### src/cmstd_pkg.sv
package cmstd_pkg;

  localparam int NUM_VARS    = 16;
  localparam int MAX_VECTORS = 4096;
  localparam int VAR_LIMIT   = (NUM_VARS < 16) ? NUM_VARS : 16;

  localparam int VAR_W      = 4;
  localparam int ACT_W      = 5;
  localparam int SAMPLE_W   = 24;
  localparam int SQR_W      = 2 * SAMPLE_W;
  localparam int SUM_W      = 37;
  localparam int SQ_W       = 59;
  localparam int CNT_W      = 13;
  localparam int MEAN_W     = 24;
  localparam int STD_W      = 23;
  localparam int ROOT_W     = 30;
  localparam int RAD_W      = 2 * ROOT_W;
  localparam int DIV_W      = SQ_W;
  localparam int DIV_STEP_W = $clog2(DIV_W);
  localparam int ROOT_STEP_W = $clog2(ROOT_W);

  localparam int QDEPTH  = 4;
  localparam int QPTR_W  = $clog2(QDEPTH);
  localparam int QCNT_W  = $clog2(QDEPTH + 1);

  localparam logic [MEAN_W-1:0] MEAN_POS_MAX = MEAN_W'(8388607);
  localparam logic [MEAN_W-1:0] MEAN_NEG_MAG = MEAN_W'(8388608);
  localparam logic [STD_W-1:0]  STD_MAX      = STD_W'(8388607);

  localparam logic MODE_ACC    = 1'b0;
  localparam logic MODE_FINISH = 1'b1;

  // register index, decoded from paddr[2]
  localparam logic REG_ACTIVE_VARS = 1'b0;

  typedef struct packed {
    logic                       mode;
    logic [VAR_W-1:0]           var_index;
    logic signed [SAMPLE_W-1:0] sample_value;
  } in_item_t;

  typedef struct packed {
    logic [VAR_W-1:0]         out_var;
    logic signed [MEAN_W-1:0] mean_value;
    logic [STD_W-1:0]         std_value;
    logic                     no_data;
    logic                     overflowed;
    logic                     last;
  } out_item_t;

  typedef struct packed {
    logic                       finish;
    logic [VAR_W-1:0]           var_index;
    logic signed [SAMPLE_W-1:0] sample;
  } op_t;

  typedef struct packed {
    logic valid;
    op_t  op;
  } q_head_t;

endpackage

### src/cmstd_front.sv
module cmstd_front (
  input  logic                      clk,
  input  logic                      rst_n,
  input  logic                      in_valid,
  output logic                      in_stall,
  input  cmstd_pkg::in_item_t       in_data,
  input  logic [cmstd_pkg::VAR_W-1:0] last_var,
  output cmstd_pkg::q_head_t        head,
  input  logic                      pop
);
  import cmstd_pkg::*;

  op_t               mem_r [QDEPTH];
  logic [QPTR_W-1:0] wr_ptr_r, rd_ptr_r;
  logic [QCNT_W-1:0] cnt_r, cnt_nxt;
  logic              keep;
  logic              push;
  op_t               op_in;

  // drop samples of inactive variables here, they never reach the back end
  assign keep     = (in_data.mode == MODE_FINISH) || (in_data.var_index <= last_var);
  assign in_stall = (cnt_r == QCNT_W'(QDEPTH));
  assign push     = in_valid && !in_stall && keep;

  assign op_in.finish    = (in_data.mode == MODE_FINISH);
  assign op_in.var_index = in_data.var_index;
  assign op_in.sample    = in_data.sample_value;

  assign head.valid = (cnt_r != '0);
  assign head.op    = mem_r[rd_ptr_r];

  always_comb begin
    cnt_nxt = cnt_r;
    if (push && !pop) begin
      cnt_nxt = cnt_r + QCNT_W'(1);
    end else if (!push && pop) begin
      cnt_nxt = cnt_r - QCNT_W'(1);
    end
  end

  always_ff @(posedge clk) begin
    if (!rst_n) begin
      wr_ptr_r <= '0;
      rd_ptr_r <= '0;
      cnt_r    <= '0;
    end else begin
      cnt_r <= cnt_nxt;
      if (push) begin
        wr_ptr_r <= wr_ptr_r + QPTR_W'(1);
      end
      if (pop) begin
        rd_ptr_r <= rd_ptr_r + QPTR_W'(1);
      end
    end
  end

  always_ff @(posedge clk) begin
    if (push) begin
      mem_r[wr_ptr_r] <= op_in;
    end
  end

endmodule

### config.mk
export PLATFORM = sky130hd
export DESIGN_NAME = cmstd_front
export DESIGN_NICKNAME = d
export VERILOG_FILES = /design/src/cmstd_pkg.sv /design/src/cmstd_front.sv
export SDC_FILE = /design/constraint.sdc
export NUM_CORES = 1
export LEC_CHECK = 0
export ABC_CLOCK_PERIOD_IN_PS = 3500
export BUFFER_PORTS_ARGS = -buffer_cell sky130_fd_sc_hd__buf_2
export CAP_MARGIN = 10
export CORE_MARGIN = 8
export CORE_UTILIZATION = 55
export CTS_BUF_LIST = sky130_fd_sc_hd__clkbuf_2
export DETAILED_ROUTE_END_ITERATION = 8
export GPL_ROUTABILITY_DRIVEN = 0
export PLACE_DENSITY = 0.85
export SYNTH_ARGS = -nofsm -noshare
export SYNTH_HDL_FRONTEND = slang
export SYNTH_SLANG_ARGS = --single-unit
export TNS_END_PERCENT = 5
### constraint.sdc
create_clock -name clk -period 3.5 [get_ports clk]
set_input_delay 0.875 -clock clk [delete_from_list [all_inputs] [get_ports clk]]
set_output_delay 0.875 -clock clk [all_outputs]
set_load 0.02 [all_outputs]
==> summary by stage <==
Layout
The area occupied by multi-input gates is a little over 1000 um2. The repair_antennas step left the layout with diodes totalling 0. The most common cell after layout, fill and taps aside is sky130_fd_sc_hd__edfxtp_1. Counting the fill cells in the layout gives 588. Relative to the synthesized area, the layout overhead comes to 16.0%. The library cells used most frequently in the layout, excluding fill and tap cells, are sky130_fd_sc_hd__edfxtp_1 (116), sky130_fd_sc_hd__buf_2 (67), sky130_fd_sc_hd__mux4_2 (29). The share of post-route cells with drive strength above 1 is a little under half.

The sequential cell area in the final layout is ~3700 um2. The number of nets in the finished design is around 350.

Global route
The initial antenna violation count is 0. The via count of the first global-routing pass is between 2000 and 2500. The wire length of the first global-routing pass is roughly 13 mm. Entering global routing, the biggest net connects 18 pins. The global-route usage over all layers is ~15%. The leftover overflow at the end of global routing is 0.

Synth
After synthesis, the netlist uses 24 different library cells. By area the synthesized netlist is led by sky130_fd_sc_hd__edfxtp_1 (73%), sky130_fd_sc_hd__mux4_2 (14%), sky130_fd_sc_hd__dfxtp_1 (3.8%). The area fraction of the dominant cell type after synthesis is roughly 73%. The average size of a mapped cell is approximately 22 um2.

The count of synthesis-stage warnings from yosys is 0. The post-synthesis sequential area ratio is between 70% and 80%. The synthesized design contains 125 register bits. The synthesized netlist net count is 260. The library cell occupying the most area in the post-synthesis netlist is sky130_fd_sc_hd__edfxtp_1. The synthesized instance count is 213.

The mapped netlist covers 4780 um2.

Die
Once the floorplan was initialized, standard cells occupied 55.9% of the core. The die width is 109 um. The area of the die is roughly 12000 um2. The region available for standard cell placement spans roughly 8600 um2. For this design the top-level I/O count stands at between 60 and 70. The row count is 34.

The die is 109 um tall.

Flow run
The tool flagged a number of max-cap violations equal to 0.

Timing
The slew at the pin with the worst max-slew slack is roughly 500 ps. Setup repair after global routing left no endpoint under its margin. The final number of setup-violating endpoints is 0.

Static timing analysis puts the maximum clock frequency at between 0.3 and 0.4 GHz. Between clock sinks in the finished design, the worst skew comes to about 36 ps. The post-layout minimum cycle time is 3120 ps. The number of hold-slack violations in the final timing report is 0. The setup TNS is 0 ps. The final critical path takes up between 80% and 90% of the cycle. Headroom to the max-slew limit came out at approximately 67%. The final critical-path setup slack is approximately 380 ps. The number of pins exceeding their max-slew limit in the final report came to 0.

Clocking
The clock reaches the later pin of the worst-skew pair after 630 ps. The TritonCTS clock tree is built. For this design, the CTS-stage hold fixing added 0 buffers.

After clock tree synthesis, the clock-pin slew on the worst setup and hold paths is roughly 190 ps. The number of gates resized after cts is 0. The post-CTS setup repair buffer count is 0.

The number of levels in the clock H-tree is 4. The tree built by TritonCTS fans out to around 130 sinks. The total CTS buffers is 17. Counting along the longest clock path gives a buffer depth of 2.

The cell sitting at the root of the clock tree is a sky130_fd_sc_hd__clkbuf_2.

Setup path
The data required time at the worst endpoint is ~2600 ps. The critical setup path kind is reg2out. The critical path arrival is between 2000 and 2500 ps. The largest fanout on the critical path is 17.

The element type at the critical path end is an output port. The kind of start point of the critical path is a flop. Traced cell by cell, the critical path runs through buf_12 > mux4_2 > buf_2. The slowest cell on the critical path is sky130_fd_sc_hd__dfxtp_2.

The delay contributed by the slowest stage of the critical path is around 670 ps.

Routing
In the final routed layout, each cell accounts on average for 19.0 um. The routed design has between 8 and 9 mm of wire. The DRC violation count after routing is 0.

The antenna violation net count after detailed routing is 0. For this run, the detailed router's first-pass iteration total came to 4. The overall via count from detail_route is approximately 2300. The initial detailed-routing violation count is just under 60.

Using the TritonRoute via totals, the vias-per-cell ratio works out to approximately 5.4.

Power and ir drop
The analysis attributes to cell leakage a power of 1.98 nW. The worst-case vdd ir drop is 0.394 mV. Dividing total power by cell area gives a power density of ~610 nW/um2.

Place
The sum of net half-perimeters after detailed placement is between 5 and 6 mm. OpenSTA, run right after detailed placement, puts the worst setup slack at 156 ps. Input and output buffers added on the ports amount to 67.

Run status
The run finished with clean final reports.

Min path
The class of the most critical hold timing path is in2reg.
-- power by group --
| part | switching, mW | total (mW) | internal (mW) |
|---|---|---|---|
| Clock | 0.508 | 0.830 | 0.322 |
| Sequential | 0.0653 | 1.89 | 1.82 |
| Combinational | 0.387 | 0.676 | 0.289 |
-- synthesized netlist by cell type --
cell type,instances
sky130_fd_sc_hd__xor2_1,2
sky130_fd_sc_hd__buf_6,2
sky130_fd_sc_hd__o22ai_4,1
sky130_fd_sc_hd__xnor2_1,2
sky130_fd_sc_hd__and2_1,8
sky130_fd_sc_hd__fa_1,1
sky130_fd_sc_hd__ha_1,9
sky130_fd_sc_hd__a41oi_1,1
sky130_fd_sc_hd__a21boi_0,1
sky130_fd_sc_hd__edfxtp_1,116
sky130_fd_sc_hd__o211a_1,1
sky130_fd_sc_hd__nand2_2,1
sky130_fd_sc_hd__inv_1,9
sky130_fd_sc_hd__or3b_4,1
sky130_fd_sc_hd__mux4_2,29
sky130_fd_sc_hd__nand2_1,6
sky130_fd_sc_hd__clkbuf_1,2
sky130_fd_sc_hd__nand4b_2,1
sky130_fd_sc_hd__or3_2,2
sky130_fd_sc_hd__o21ai_0,1
sky130_fd_sc_hd__nor2b_1,2
sky130_fd_sc_hd__mux2i_1,3
sky130_fd_sc_hd__dfxtp_1,9
sky130_fd_sc_hd__buf_2,3
-- sequential cells by signal, summed over array words and instances, names as in the netlist, named ones only --
| name | flops |
|---|---|
| mem_r | 116 |
| rd_ptr_r | 2 |
| wr_ptr_r | 2 |
| cnt_r | 3 |
-- final timing paths --
check	start	cells past startpoint	slack, ps	to
worst min register to register	wr_ptr_r[0]	2	510	wr_ptr_r[0]
worst max register to register	cnt_r[0]	9	1130	cnt_r[2]
worst max-delay path	flop	3	380	head[27]
worst min-delay path	in_data[12]	1	440	mem_r[3][12]
-- through the flow --
stage	instances	hold WS [ps]	cell area [um2]	utilization [%]	power (mW)
finish	425	440	5540	64.8	3.39
detailed placement	393	495	5310	62.1	2.61
floorplan	213	467	4780	-	2.36
global placement	393	483	5310	62.1	2.58
global route	425	352	5540	64.8	3.55
CTS	425	355	5540	64.8	3.45
-- metal layers --
| layer | vias up | track usage [%] | share of wire (%) |
|---|---|---|---|
| met5 | - | 0 | 0 |
| met4 | 0 | 6.36 | 1.6 |
| met3 | 12 | 4.91 | 4.3 |
| met2 | 48 | 25.5 | 54 |
| met1 | 1178 | 15.9 | 40 |
| li1 | 1053 | - | - |
-- worst max-delay path, delay by kind of cell (launching register included) --
kind	cells	cell delay, ps
mux	1	530
flops	1	670
buf+inv	2	430
-- layout make-up --
cell class	instances	area share, %
Sequential cell	125	66.2
Multi-Input combinational cell	72	18.7
Timing Repair Buffer	79	7.91
Clock inverter	15	2.67
Tap cell	108	2.44
Clock buffer	17	1.54
Inverter	9	0.610
-- kinds of logic (layout without fill, tap and decap cells) --
family	count (synthesis)	count (layout)	synth area share (%)
DFF	125	125	76.7
muxes	32	32	14.3
and+or+nand+nor	21	21	2.78
buffers and inverters	16	120	1.65
adders and majority gates	10	10	2.78
AOI/OAI and AO/OA	5	5	1.07
xor gates and xnor gates	4	4	0.734
Note: power is estimated with default switching activity, not from simulation.
